### config.mk
export PLATFORM = sky130hd
export DESIGN_NAME = sync_word_deframer
export DESIGN_NICKNAME = d
export VERILOG_FILES = /design/src/sv/swd_pkg.sv /design/src/sv/swd_front.sv /design/src/sv/swd_queue.sv /design/src/sv/sync_word_deframer.sv
export SDC_FILE = /design/constraint.sdc
export NUM_CORES = 1
export LEC_CHECK = 0
export BUFFER_PORTS_ARGS = -buffer_cell sky130_fd_sc_hd__buf_2
export CORE_MARGIN = 5
export CORE_UTILIZATION = 36
export DETAILED_ROUTE_END_ITERATION = 12
export PLACE_DENSITY = 0.51
export SETUP_SLACK_MARGIN = 0.3
export SYNTH_ARGS = -nofsm -noshare
export SYNTH_HDL_FRONTEND = slang
export SYNTH_SLANG_ARGS = --single-unit
export TNS_END_PERCENT = 50
### constraint.sdc
create_clock -name clk -period 6 [get_ports clk]
set_clock_uncertainty 0.2 [all_clocks]
set_input_delay 0.9 -clock clk [delete_from_list [all_inputs] [get_ports clk]]
set_output_delay 0.9 -clock clk [all_outputs]
set_load 0.1 [all_outputs]
### src/sv/swd_pkg.sv
// Shared types and constants for the sync word deframer.
// Used by swd_front, swd_queue and sync_word_deframer; depends on nothing.
package swd_pkg;

    localparam int SYNC_PATTERN_W  = 16;
    localparam int SEARCH_WINDOW_W = 8;
    localparam int PAYLOAD_BYTES_W = 6;
    localparam int CFG_DATA_W      = 16;
    localparam int CFG_ADDR_W      = 2;

    // Register indexes on the configuration port.
    localparam logic [CFG_ADDR_W-1:0] REG_SYNC_PATTERN  = 2'd0;
    localparam logic [CFG_ADDR_W-1:0] REG_SEARCH_WINDOW = 2'd1;
    localparam logic [CFG_ADDR_W-1:0] REG_PAYLOAD_BYTES = 2'd2;

    localparam logic [SYNC_PATTERN_W-1:0]  SYNC_PATTERN_RST  = 16'hD391;
    localparam logic [SEARCH_WINDOW_W-1:0] SEARCH_WINDOW_RST = 8'd100;
    localparam logic [PAYLOAD_BYTES_W-1:0] PAYLOAD_BYTES_RST = 6'd9;

    // A zero payload length stands for the full 64 bytes.
    localparam logic [PAYLOAD_BYTES_W:0] FRAME_LEN_MAX = 7'd64;

    typedef struct packed {
        logic [7:0] data;
        logic       last;
    } beat_t;

    typedef struct packed {
        logic [SYNC_PATTERN_W-1:0]  sync_pattern;
        logic [SEARCH_WINDOW_W-1:0] search_window;
        logic [PAYLOAD_BYTES_W-1:0] payload_bytes;
    } cfg_t;

endpackage

### src/sv/swd_front.sv
// Deframer front end: sync search and byte packing, one bit per bit_valid cycle.
// Depends on swd_pkg; hands completed bytes to the result queue.
module swd_front #(
    parameter int SYNC_BITS = 16
) (
    input  logic           clk,
    input  logic           rst_n,
    input  logic           bit_valid,
    input  logic           rx_bit,
    input  swd_pkg::cfg_t  cfg,
    output logic           beat_valid,
    output swd_pkg::beat_t beat
);

    typedef enum logic [1:0] {
        MODE_IDLE,
        MODE_SEARCH,
        MODE_COLLECT
    } mode_t;

    mode_t                                mode_reg, mode_next;
    logic [swd_pkg::SEARCH_WINDOW_W-1:0]  win_reg, win_next;
    logic [SYNC_BITS-1:0]                 shift_reg, shift_next;
    logic [7:0]                           acc_reg, acc_next;
    logic [2:0]                           bit_in_reg, bit_in_next;
    logic [swd_pkg::PAYLOAD_BYTES_W-1:0]  bytes_reg, bytes_next;

    logic [SYNC_BITS-1:0]                 sync_cmp;
    logic [swd_pkg::SEARCH_WINDOW_W-1:0]  win_inc;
    logic [SYNC_BITS-1:0]                 shift_in;
    logic [7:0]                           acc_in;
    logic [swd_pkg::PAYLOAD_BYTES_W:0]    frame_len;
    logic [swd_pkg::PAYLOAD_BYTES_W:0]    bytes_plus;
    logic                                 is_last;

    // Pattern bits above the sixteenth are zero; a shorter sync uses the low bits.
    generate
        if (SYNC_BITS >= swd_pkg::SYNC_PATTERN_W) begin : g_wide
            assign sync_cmp = SYNC_BITS'(cfg.sync_pattern);
        end
        else begin : g_narrow
            assign sync_cmp = cfg.sync_pattern[SYNC_BITS-1:0];
        end
    endgenerate

    assign win_inc    = (win_reg == '1) ? win_reg : win_reg + 1'b1;
    assign shift_in   = {shift_reg[SYNC_BITS-2:0], rx_bit};
    assign acc_in     = {acc_reg[6:0], rx_bit};
    assign frame_len  = (cfg.payload_bytes == '0) ? swd_pkg::FRAME_LEN_MAX
                                                  : {1'b0, cfg.payload_bytes};
    assign bytes_plus = {1'b0, bytes_reg} + 1'b1;
    assign is_last    = (bytes_plus >= frame_len);

    always_comb
    begin
        mode_next   = mode_reg;
        win_next    = win_reg;
        shift_next  = shift_reg;
        acc_next    = acc_reg;
        bit_in_next = bit_in_reg;
        bytes_next  = bytes_reg;
        beat_valid  = 1'b0;
        beat.data   = acc_in;
        beat.last   = is_last;
        if (bit_valid)
        begin
            unique case (mode_reg)
                MODE_SEARCH:
                begin
                    if (win_reg == cfg.search_window)
                    begin
                        // Window used up: this bit is dropped.
                        mode_next  = MODE_IDLE;
                        win_next   = '0;
                        shift_next = '0;
                    end
                    else
                    begin
                        shift_next = shift_in;
                        win_next   = win_inc;
                        if ((win_inc >= swd_pkg::SEARCH_WINDOW_W'(SYNC_BITS)) &&
                            (shift_in == sync_cmp))
                        begin
                            mode_next   = MODE_COLLECT;
                            win_next    = '0;
                            shift_next  = '0;
                            acc_next    = '0;
                            bit_in_next = '0;
                            bytes_next  = '0;
                        end
                    end
                end
                MODE_COLLECT:
                begin
                    if (bit_in_reg != 3'd7)
                    begin
                        acc_next    = acc_in;
                        bit_in_next = bit_in_reg + 1'b1;
                    end
                    else
                    begin
                        beat_valid  = 1'b1;
                        acc_next    = '0;
                        bit_in_next = '0;
                        if (is_last)
                        begin
                            mode_next  = MODE_IDLE;
                            bytes_next = '0;
                        end
                        else
                        begin
                            bytes_next = bytes_plus[swd_pkg::PAYLOAD_BYTES_W-1:0];
                        end
                    end
                end
                default:
                begin
                    mode_next = MODE_IDLE;
                    if (!rx_bit)
                    begin
                        // The opening zero counts as the first searched bit.
                        shift_next = '0;
                        win_next   = '0;
                        if (cfg.search_window != '0)
                        begin
                            mode_next = MODE_SEARCH;
                            win_next  = swd_pkg::SEARCH_WINDOW_W'(1);
                        end
                    end
                end
            endcase
        end
    end

    always_ff @(posedge clk or negedge rst_n)
    begin
        if (!rst_n)
        begin
            mode_reg   <= MODE_IDLE;
            win_reg    <= '0;
            shift_reg  <= '0;
            acc_reg    <= '0;
            bit_in_reg <= '0;
            bytes_reg  <= '0;
        end
        else
        begin
            mode_reg   <= mode_next;
            win_reg    <= win_next;
            shift_reg  <= shift_next;
            acc_reg    <= acc_next;
            bit_in_reg <= bit_in_next;
            bytes_reg  <= bytes_next;
        end
    end

endmodule

### src/sv/swd_queue.sv
// Small result queue between the deframer front end and the result port.
// Depends on swd_pkg for the beat type.
module swd_queue #(
    parameter int DEPTH = 4
) (
    input  logic           clk,
    input  logic           rst_n,
    input  logic           push,
    input  swd_pkg::beat_t push_beat,
    input  logic           pop,
    output swd_pkg::beat_t head,
    output logic           empty,
    output logic           full
);

    localparam int PTR_W = (DEPTH > 1) ? $clog2(DEPTH) : 1;
    localparam int CNT_W = $clog2(DEPTH + 1);

    swd_pkg::beat_t   entries [DEPTH];
    logic [PTR_W-1:0] wr_ptr_reg, wr_ptr_next;
    logic [PTR_W-1:0] rd_ptr_reg, rd_ptr_next;
    logic [CNT_W-1:0] count_reg, count_next;
    logic             do_push, do_pop;

    assign empty   = (count_reg == '0);
    assign full    = (count_reg == CNT_W'(DEPTH));
    assign do_push = push && !full;
    assign do_pop  = pop && !empty;
    assign head    = entries[rd_ptr_reg];

    always_comb
    begin
        wr_ptr_next = wr_ptr_reg;
        rd_ptr_next = rd_ptr_reg;
        count_next  = count_reg;
        if (do_push)
        begin
            wr_ptr_next = (wr_ptr_reg == PTR_W'(DEPTH - 1)) ? '0 : wr_ptr_reg + 1'b1;
        end
        if (do_pop)
        begin
            rd_ptr_next = (rd_ptr_reg == PTR_W'(DEPTH - 1)) ? '0 : rd_ptr_reg + 1'b1;
        end
        if (do_push && !do_pop)
        begin
            count_next = count_reg + 1'b1;
        end
        else if (do_pop && !do_push)
        begin
            count_next = count_reg - 1'b1;
        end
    end

    always_ff @(posedge clk)
    begin
        if (do_push)
        begin
            entries[wr_ptr_reg] <= push_beat;
        end
    end

    always_ff @(posedge clk or negedge rst_n)
    begin
        if (!rst_n)
        begin
            wr_ptr_reg <= '0;
            rd_ptr_reg <= '0;
            count_reg  <= '0;
        end
        else
        begin
            wr_ptr_reg <= wr_ptr_next;
            rd_ptr_reg <= rd_ptr_next;
            count_reg  <= count_next;
        end
    end

endmodule

### src/sv/sync_word_deframer.sv
// Sync word deframer: takes one received bit a cycle, when push is high and full low.
// Each byte is queued the cycle after its final bit is taken and read out in order.
// full rises only when QUEUE_DEPTH bytes wait unread; push and full pace the bits.
// Reset empties the queue, returns to idle and loads the register reset values.
// Top level; depends on swd_pkg, swd_front and swd_queue.
module sync_word_deframer #(
    parameter int SYNC_BITS   = 16,
    parameter int QUEUE_DEPTH = 4
) (
    input  logic                            clk,
    input  logic                            rst_n,
    input  logic                            push,
    output logic                            full,
    input  logic                            rx_bit,
    output logic                            empty,
    input  logic                            pop,
    output logic [7:0]                      data_byte,
    output logic                            last_byte,
    input  logic                            cfg_we,
    input  logic [swd_pkg::CFG_ADDR_W-1:0]  cfg_addr,
    input  logic [swd_pkg::CFG_DATA_W-1:0]  cfg_wdata
);

    swd_pkg::cfg_t  cfg_reg;
    swd_pkg::beat_t front_beat;
    swd_pkg::beat_t head_beat;
    logic           front_valid;
    logic           bit_accept;

    assign bit_accept = push && !full;

    // Register writes take effect at once; an index beyond the list is ignored.
    always_ff @(posedge clk or negedge rst_n)
    begin
        if (!rst_n)
        begin
            cfg_reg.sync_pattern  <= swd_pkg::SYNC_PATTERN_RST;
            cfg_reg.search_window <= swd_pkg::SEARCH_WINDOW_RST;
            cfg_reg.payload_bytes <= swd_pkg::PAYLOAD_BYTES_RST;
        end
        else if (cfg_we)
        begin
            unique case (cfg_addr)
                swd_pkg::REG_SYNC_PATTERN:
                    cfg_reg.sync_pattern <= cfg_wdata;
                swd_pkg::REG_SEARCH_WINDOW:
                    cfg_reg.search_window <= cfg_wdata[swd_pkg::SEARCH_WINDOW_W-1:0];
                swd_pkg::REG_PAYLOAD_BYTES:
                    cfg_reg.payload_bytes <= cfg_wdata[swd_pkg::PAYLOAD_BYTES_W-1:0];
                default:
                    ;
            endcase
        end
    end

    swd_front #(
        .SYNC_BITS (SYNC_BITS)
    ) u_front (
        .clk        (clk),
        .rst_n      (rst_n),
        .bit_valid  (bit_accept),
        .rx_bit     (rx_bit),
        .cfg        (cfg_reg),
        .beat_valid (front_valid),
        .beat       (front_beat)
    );

    // full is the queue's own full flag, so a byte from an accepted bit always fits.
    swd_queue #(
        .DEPTH (QUEUE_DEPTH)
    ) u_queue (
        .clk       (clk),
        .rst_n     (rst_n),
        .push      (front_valid),
        .push_beat (front_beat),
        .pop       (pop),
        .head      (head_beat),
        .empty     (empty),
        .full      (full)
    );

    assign data_byte = head_beat.data;
    assign last_byte = head_beat.last;

endmodule
==> Word level (Yosys, flattened, before mapping) <==
Memory sizes are Yosys's and may differ from the RTL's.
Index checks and enable logic that the tools add are counted.
{ "word_totals": {"ff_bits": 78, "ramBits": 36, "inputBits": 24, "wordCells": 103, "memories": 1} }
{ "op_classes": {"n_addsub": 7, "n_lt_le_gt_ge": 2, "n_eq_ne": 17, "muxes": 40, "bitwise_logic": 1, "reduce_logical": 23} }
{ "mem_list": {"columns": ["memory", "words", "word_bits", "read_ports", "rd_clocked_by_memory_dff", "write_ports", "line_no", "source"], "rows": [
  ["u_queue.entries", 4, 9, 1, 0, 1, "swd_queue.sv:19", "swd_pkg::beat_t entries [DEPTH];"]
]} }
{ "op_table": {"columns": ["op", "n"], "rows": [
  ["2-to-1 mux 15 bit", 3],
  ["2-to-1 mux 8 bit", 4],
  ["case mux 15 bit (2 select lines)", 1],
  ["2-to-1 mux 7 bit", 4],
  ["2-to-1 mux 6 bit", 4],
  ["== test 16 bit", 1],
  ["case mux 8 bit (2 select lines)", 1],
  ["2-to-1 mux 3 bit", 5],
  ["2-to-1 mux 2 bit", 7],
  ["case mux 7 bit (2 select lines)", 1],
  ["case mux 6 bit (2 select lines)", 1],
  ["adder 8 x 1 -> 8 bit (second input constant)", 1],
  ["== test 2 bit (second input constant)", 4],
  ["== test 8 bit", 1],
  ["== test 8 bit (second input constant)", 1],
  ["greater-or-equal comparator 8 x 5 -> 1 bit (second input constant)", 1],
  ["AND reduction 4 bit", 2],
  ["nonzero test 8 bit", 1],
  ["adder 6 x 1 -> 7 bit (second input constant)", 1],
  ["greater-or-equal comparator 7 bit", 1],
  ["2-to-1 mux 1 bit", 7],
  ["adder 3 x 1 -> 3 bit (second input constant)", 2],
  ["logical AND 1 bit", 6],
  ["logical NOT 6 bit", 1],
  ["18 further kinds", 29]
]} }

==> Logic depth before layout (Yosys ltp) <==
{ "depth": {"word_depth": 9, "depth_mapped": 11} }

==> Modules after synthesis <==
A second synthesis with hierarchy kept.
{ "hier_totals": {"cells_unflattened": 442, "area_unflattened_um2": 5544.1} }
{ "by_module_without_submodules": {"columns": ["module", "n_inst", "cells_per_inst", "area_per_inst_um2", "seq_area_each_um2"], "rows": [
  ["swd_front", 1, 293, 2635.0, 1026.0],
  ["swd_queue", 1, 84, 1752.9, 1256.2],
  ["sync_word_deframer", 1, 65, 1156.1, 767.0]
]} }

==> Least setup slack after synthesis <==
Ideal clock, no wire load.
{ "synth_timing": {"path_kind": "reg-to-reg", "start": "register u_queue.count_reg[0]", "end": "register u_queue.count_reg[1]", "arrival_time_ns": 4.112, "required_ns": 5.675, "setup_slack_ns": 1.563, "path_stages_with_launch": 8, "cell_sequence": "dfrtp_1 > nor3b_1 > nand2b_1 > nor2_1 > ha_1 > inv_1 > fa_1 > mux2_2"} }
{ "synth_between": {"elab_cells_between_ends": 17, "cone_classes": "add/sub (2); eq/ne (1); mux (3); reduce/logical (11)"} }
{ "synth_rtl": {"columns": ["element", "line_no", "source"], "rows": [
  ["from (decl)", "swd_queue.sv:22", "logic [CNT_W-1:0] count_reg, count_next;"],
  ["from (signal assigned)", "swd_queue.sv:74", "count_reg <= count_next;"],
  ["== test 3 bit *", "swd_queue.sv:26", "assign full = (count_reg == CNT_W'(DEPTH));"],
  ["named net full", "sync_word_deframer.sv:13", "output logic full,"],
  ["logical NOT 1 bit *", "swd_queue.sv:27, sync_word_deframer.sv:30", null],
  ["logical AND 1 bit", "sync_word_deframer.sv:30", "assign bit_accept = push && !full;"],
  ["2-to-1 mux 1 bit", "swd_front.sv:65", "if (bit_valid)"],
  ["logical AND 1 bit *", "swd_queue.sv:27", "assign do_push = push && !full;"],
  ["named net u_queue.do_push", "swd_queue.sv:23", "logic do_push, do_pop;"],
  ["logical AND 1 bit *", "swd_queue.sv:44", "if (do_push && !do_pop)"],
  ["2-to-1 mux 3 bit *", "swd_queue.sv:44", null],
  ["named net u_queue.count_next[1]", "swd_queue.sv:22", null]
]} }
Mark *: on every way through the listed nets, which the timed path passes. The rest lies on a longest branch. The select of a mux whose other input is x is not followed.
A chain may end at the register's enable or synchronous reset.

==> Worst setup path after layout <==
{ "layout_timing": {"start": "register u_queue.rd_ptr_reg[0]", "end": "output data_byte[6]"} }
{ "layout_between": {"elab_chain_cells": 1} }
{ "layout_rtl": {"columns": ["element", "line_no", "source"], "rows": [
  ["from (decl)", "swd_queue.sv:21", "logic [PTR_W-1:0] rd_ptr_reg, rd_ptr_next;"],
  ["from (signal assigned)", "swd_queue.sv:73", "rd_ptr_reg <= rd_ptr_next;"],
  ["memory (4 x 9 bit)", null, null],
  ["to (decl)", "sync_word_deframer.sv:17", "output logic [7:0] data_byte,"]
]} }
No other way between the ends.

==> results.rst <==
.. list-table::
   :header-rows: 1

   * - Metric
     - Value
   * - Remaining max-slew budget at the tightest pin
     - 0.336
   * - Maximum clock insertion buffer count
     - 2
   * - Port Buffers
     - 34
   * - Reg-to-reg critical path endpoint
     - u_front.bytes_reg[4]
   * - Number of detailed-routing iterations run before antenna repair
     - 5
   * - Switching power as a share of total power
     - 0.303
   * - Maximum number of pins on one net before global-route repair
     - between 70 and 80
   * - Proportion of power drawn by the clock network
     - 0.411
   * - Length of routed wiring on met1
     - 5030 um
   * - Largest register FFs
     - 36
   * - Endpoint required time on the critical path
     - roughly 5000 ps
   * - Clk slew on worst S/H paths
     - 50 ps
   * - Routed vias
     - 3408
   * - Min-delay worst type
     - flop to flop
   * - Length in cells of the worst reg-to-reg path
     - 8
   * - First-pass GRT wire length
     - 18100 um
   * - DR DRC count
     - 0
   * - Die Ht
     - 132 um
   * - PnR worst setup slack
     - 2820 ps
   * - Critical Path Fanout Max
     - 12
   * - Category of the worst setup path capture point
     - output pin
   * - Post-placement cell count
     - 631
   * - Detailed-routed wire length on met3
     - around 390 um
   * - Post-route clock period utilization
     - 0.530
   * - Largest delay contributor family on the critical path
     - flip-flops
   * - Final hold slack
     - 291 ps
   * - Routability Congestion
     - approximately 0.77
   * - Min Tclk post-route
     - 3180 ps
   * - Post-synthesis cell count
     - about 430
   * - Slowest cell on crit path
     - dfrtp_1
   * - Total power draw
     - 2.54 mW
   * - Library cell with the largest summed area after synthesis
     - dfrtp_1
   * - Post CTS Setup Buffer Count
     - 0
   * - Cell at the root of the clock tree
     - clkbuf_16
   * - Min-Delay Endpoint
     - u_queue.count_reg[2]
   * - Starting density of the core
     - 0.369
   * - Cell area after technology mapping
     - 5390 sq um
   * - Clock latency on the worst-skew pair
     - 410 ps
   * - Via density per instance
     - 5.14
   * - Antenna-violating nets left
     - 0
   * - Finished Layout Cells
     - 663
   * - Number of max-cap violations
     - 0
   * - Part of the power in combinational logic
     - 0.199
   * - Detail-routed net length per standard cell
     - 15.7 um
   * - Hold wc startpoint
     - u_queue.count_reg[2]
   * - Layout Utilization
     - 0.436
   * - Synth Net Count
     - 471
   * - Cell row count
     - 44
   * - Final number of hold-violating endpoints
     - 0
   * - Pre-CTS worst setup slack
     - 2770 ps
   * - Top cell types by occurrence after synthesis
     - 65 x dfrtp_1, 44 x nand2_1, 36 x edfxtp_1
   * - Sequential element share of the synthesized area
     - 0.566
   * - Number of synthesized register bits
     - 114
   * - Routed length on met2
     - 4840 um
   * - Number of clock sinks seen by CTS
     - roughly 110
   * - Count leader, synth
     - dfrtp_1
   * - Antenna violations before repair
     - 0
   * - Sequential fraction of design power
     - 0.390
   * - Gates resized, CTS repair
     - 0
   * - CP startpoint kind
     - flop
   * - Power density over cell area
     - 400 nW/um^2
   * - Detailed Route Iter0 Violations
     - 210
   * - Final wirelength
     - between 10000 and 15000 um
   * - Crit Reg-Reg Startpoint
     - u_front.bytes_reg[0]
   * - Clock buffers created by TritonCTS
     - 17
   * - Total leakage power
     - 2.48 nW
   * - IO Pins
     - 35
   * - Gr ovfl total
     - 0
   * - Post-synth top flop
     - dfrtp_1
   * - RSZ-0062 raised after global routing
     - no
   * - Total of warnings raised by yosys
     - 0
   * - Final Instance Area
     - roughly 6400 sq um
   * - Total track usage
     - 0.128
   * - Number of cells on the worst hold path
     - 1
   * - Area grow syn2layout
     - 18.0%
   * - Fmax
     - 0.314 GHz
   * - Total core area
     - 14600 sq um
   * - Vias in the first global route
     - 3539
   * - Inserted Diodes
     - 0
   * - Ratio of cells with drive above 1 in the final layout
     - 0.267
   * - Data arrival time at the worst-slack endpoint
     - 2080 ps
   * - CTS tree
     - done
   * - Hold-fix buffers, CTS
     - 0
   * - Buffers & Inverters on Critical Path
     - 1
   * - Synthesized area divided by synthesized cell count
     - 12.6 sq um
   * - Async set-reset flop share out of synthesis
     - 0.684
   * - Actual slew at the worst max-slew pin
     - 996 ps
   * - Critical-path cell list
     - mux4_2, buf_2
   * - Floorplan die area
     - 17500 sq um
   * - Result of the run
     - complete, no violations
   * - Post-synth top area share
     - 0.302
   * - Synth top area cells
     - dfrtp_1 30%, edfxtp_1 20%, mux2_2 6.7%
   * - Layout Nets
     - 510
   * - Slew Limit Fails
     - 0
   * - Worst reg-to-reg setup slack
     - roughly 3100 ps
   * - Post-synth cell types
     - 53
   * - Hpwl dp
     - slightly above 7000 um
   * - Number of enable flip-flop cells after synthesis
     - 36
   * - Max rail drop VDD
     - around 0.21 mV
   * - Setup total negative slack
     - 0 ps
   * - Endpoints failing setup
     - 0
   * - Clock H-tree levels
     - 4
   * - Cell Int Power
     - 1.77 mW
   * - Die width
     - between 100 and 150 um
   * - Category of the critical setup timing path
     - flop to output pin
   * - Highest cell delay on the worst timing path
     - roughly 760 ps
   * - Switch Pwr
     - just under 800 uW
   * - Cell area reported after detailed placement
     - approximately 5700 sq um
   * - Top layer used by detailed routing
     - met4
[cells in the final DEF, fill, tap and decap left out, types with 4 or more instances in the layout]
cell	n
dfrtp_1	65
nand2_1	44
edfxtp_1	36
buf_2	33
mux2_2	32
o21ai_0	27
xnor2_1	19
ha_1	19
clkbuf_16	17
nor2_1	16
nand3_1	15
o2bb2ai_1	13
dfstp_2	13
inv_1	12
xor2_1	12
mux4_2	9
nand4_1	7
nor3_1	6
nand2b_1	6
and2_1	5
a21oi_1	5
o31ai_1	5
and3_1	4
a21o_1	4
clkinvlp_4	4
bufinv_16	4
buf_4	4
[power groups by stage]
stage                     clock (mW)  combinational, mW  sequential, mW
final                           1.04              0.505           0.992
after global routing            1.11              0.551            1.01
after CTS                       1.07              0.511           0.997
after detailed placement           0              0.510            1.01
after global placement             0              0.505            1.01
after floorplan                    0              0.444           0.956
[layout make-up]
type                    count  area, sq um
fillers                  1337         8230
flip-flops and latches    114         3050
multi-input cells         284         2220
clock buffers              18          429
well taps                 184          230
repair buffers             37          195
clock inverters            14          189
inverters                  12         45.0
[routing by layer]
metal  vias up  track usage
met1      1673        0.171
met2        71        0.199
li1       1649            -
met5         -            0
met4         0       0.0503
met3        15       0.0351
[cell families (layout without fill, tap and decap cells)]
logic type | count (synthesis) | in the layout | share of synthesized area
simple gates | 122 | 122 | 0.118
flops | 114 | 114 | 0.566
compound gates | 69 | 69 | 0.0878
mux | 42 | 42 | 0.107
xor+xnor | 31 | 31 | 0.0504
buf+inv | 29 | 81 | 0.0228
fa+ha+maj | 20 | 20 | 0.0478
[worst max-delay path by stage]
stage	from	endpoint	slack [ps]	cells after the start
6_report	u_queue.rd_ptr_reg[0]	data_byte[6]	2820	2
4_1_cts	u_queue.rd_ptr_reg[0]	data_byte[6]	2760	2
3_5_place_dp	rx_bit	u_front.win_reg[0]	2770	7
3_3_place_gp	rx_bit	u_front.win_reg[0]	2860	7
5_1_grt	u_queue.rd_ptr_reg[0]	data_byte[6]	2680	2
2_1_floorplan	u_queue.count_reg[0]	u_queue.count_reg[1]	1560	7
(Power assumes the default switching activity.)
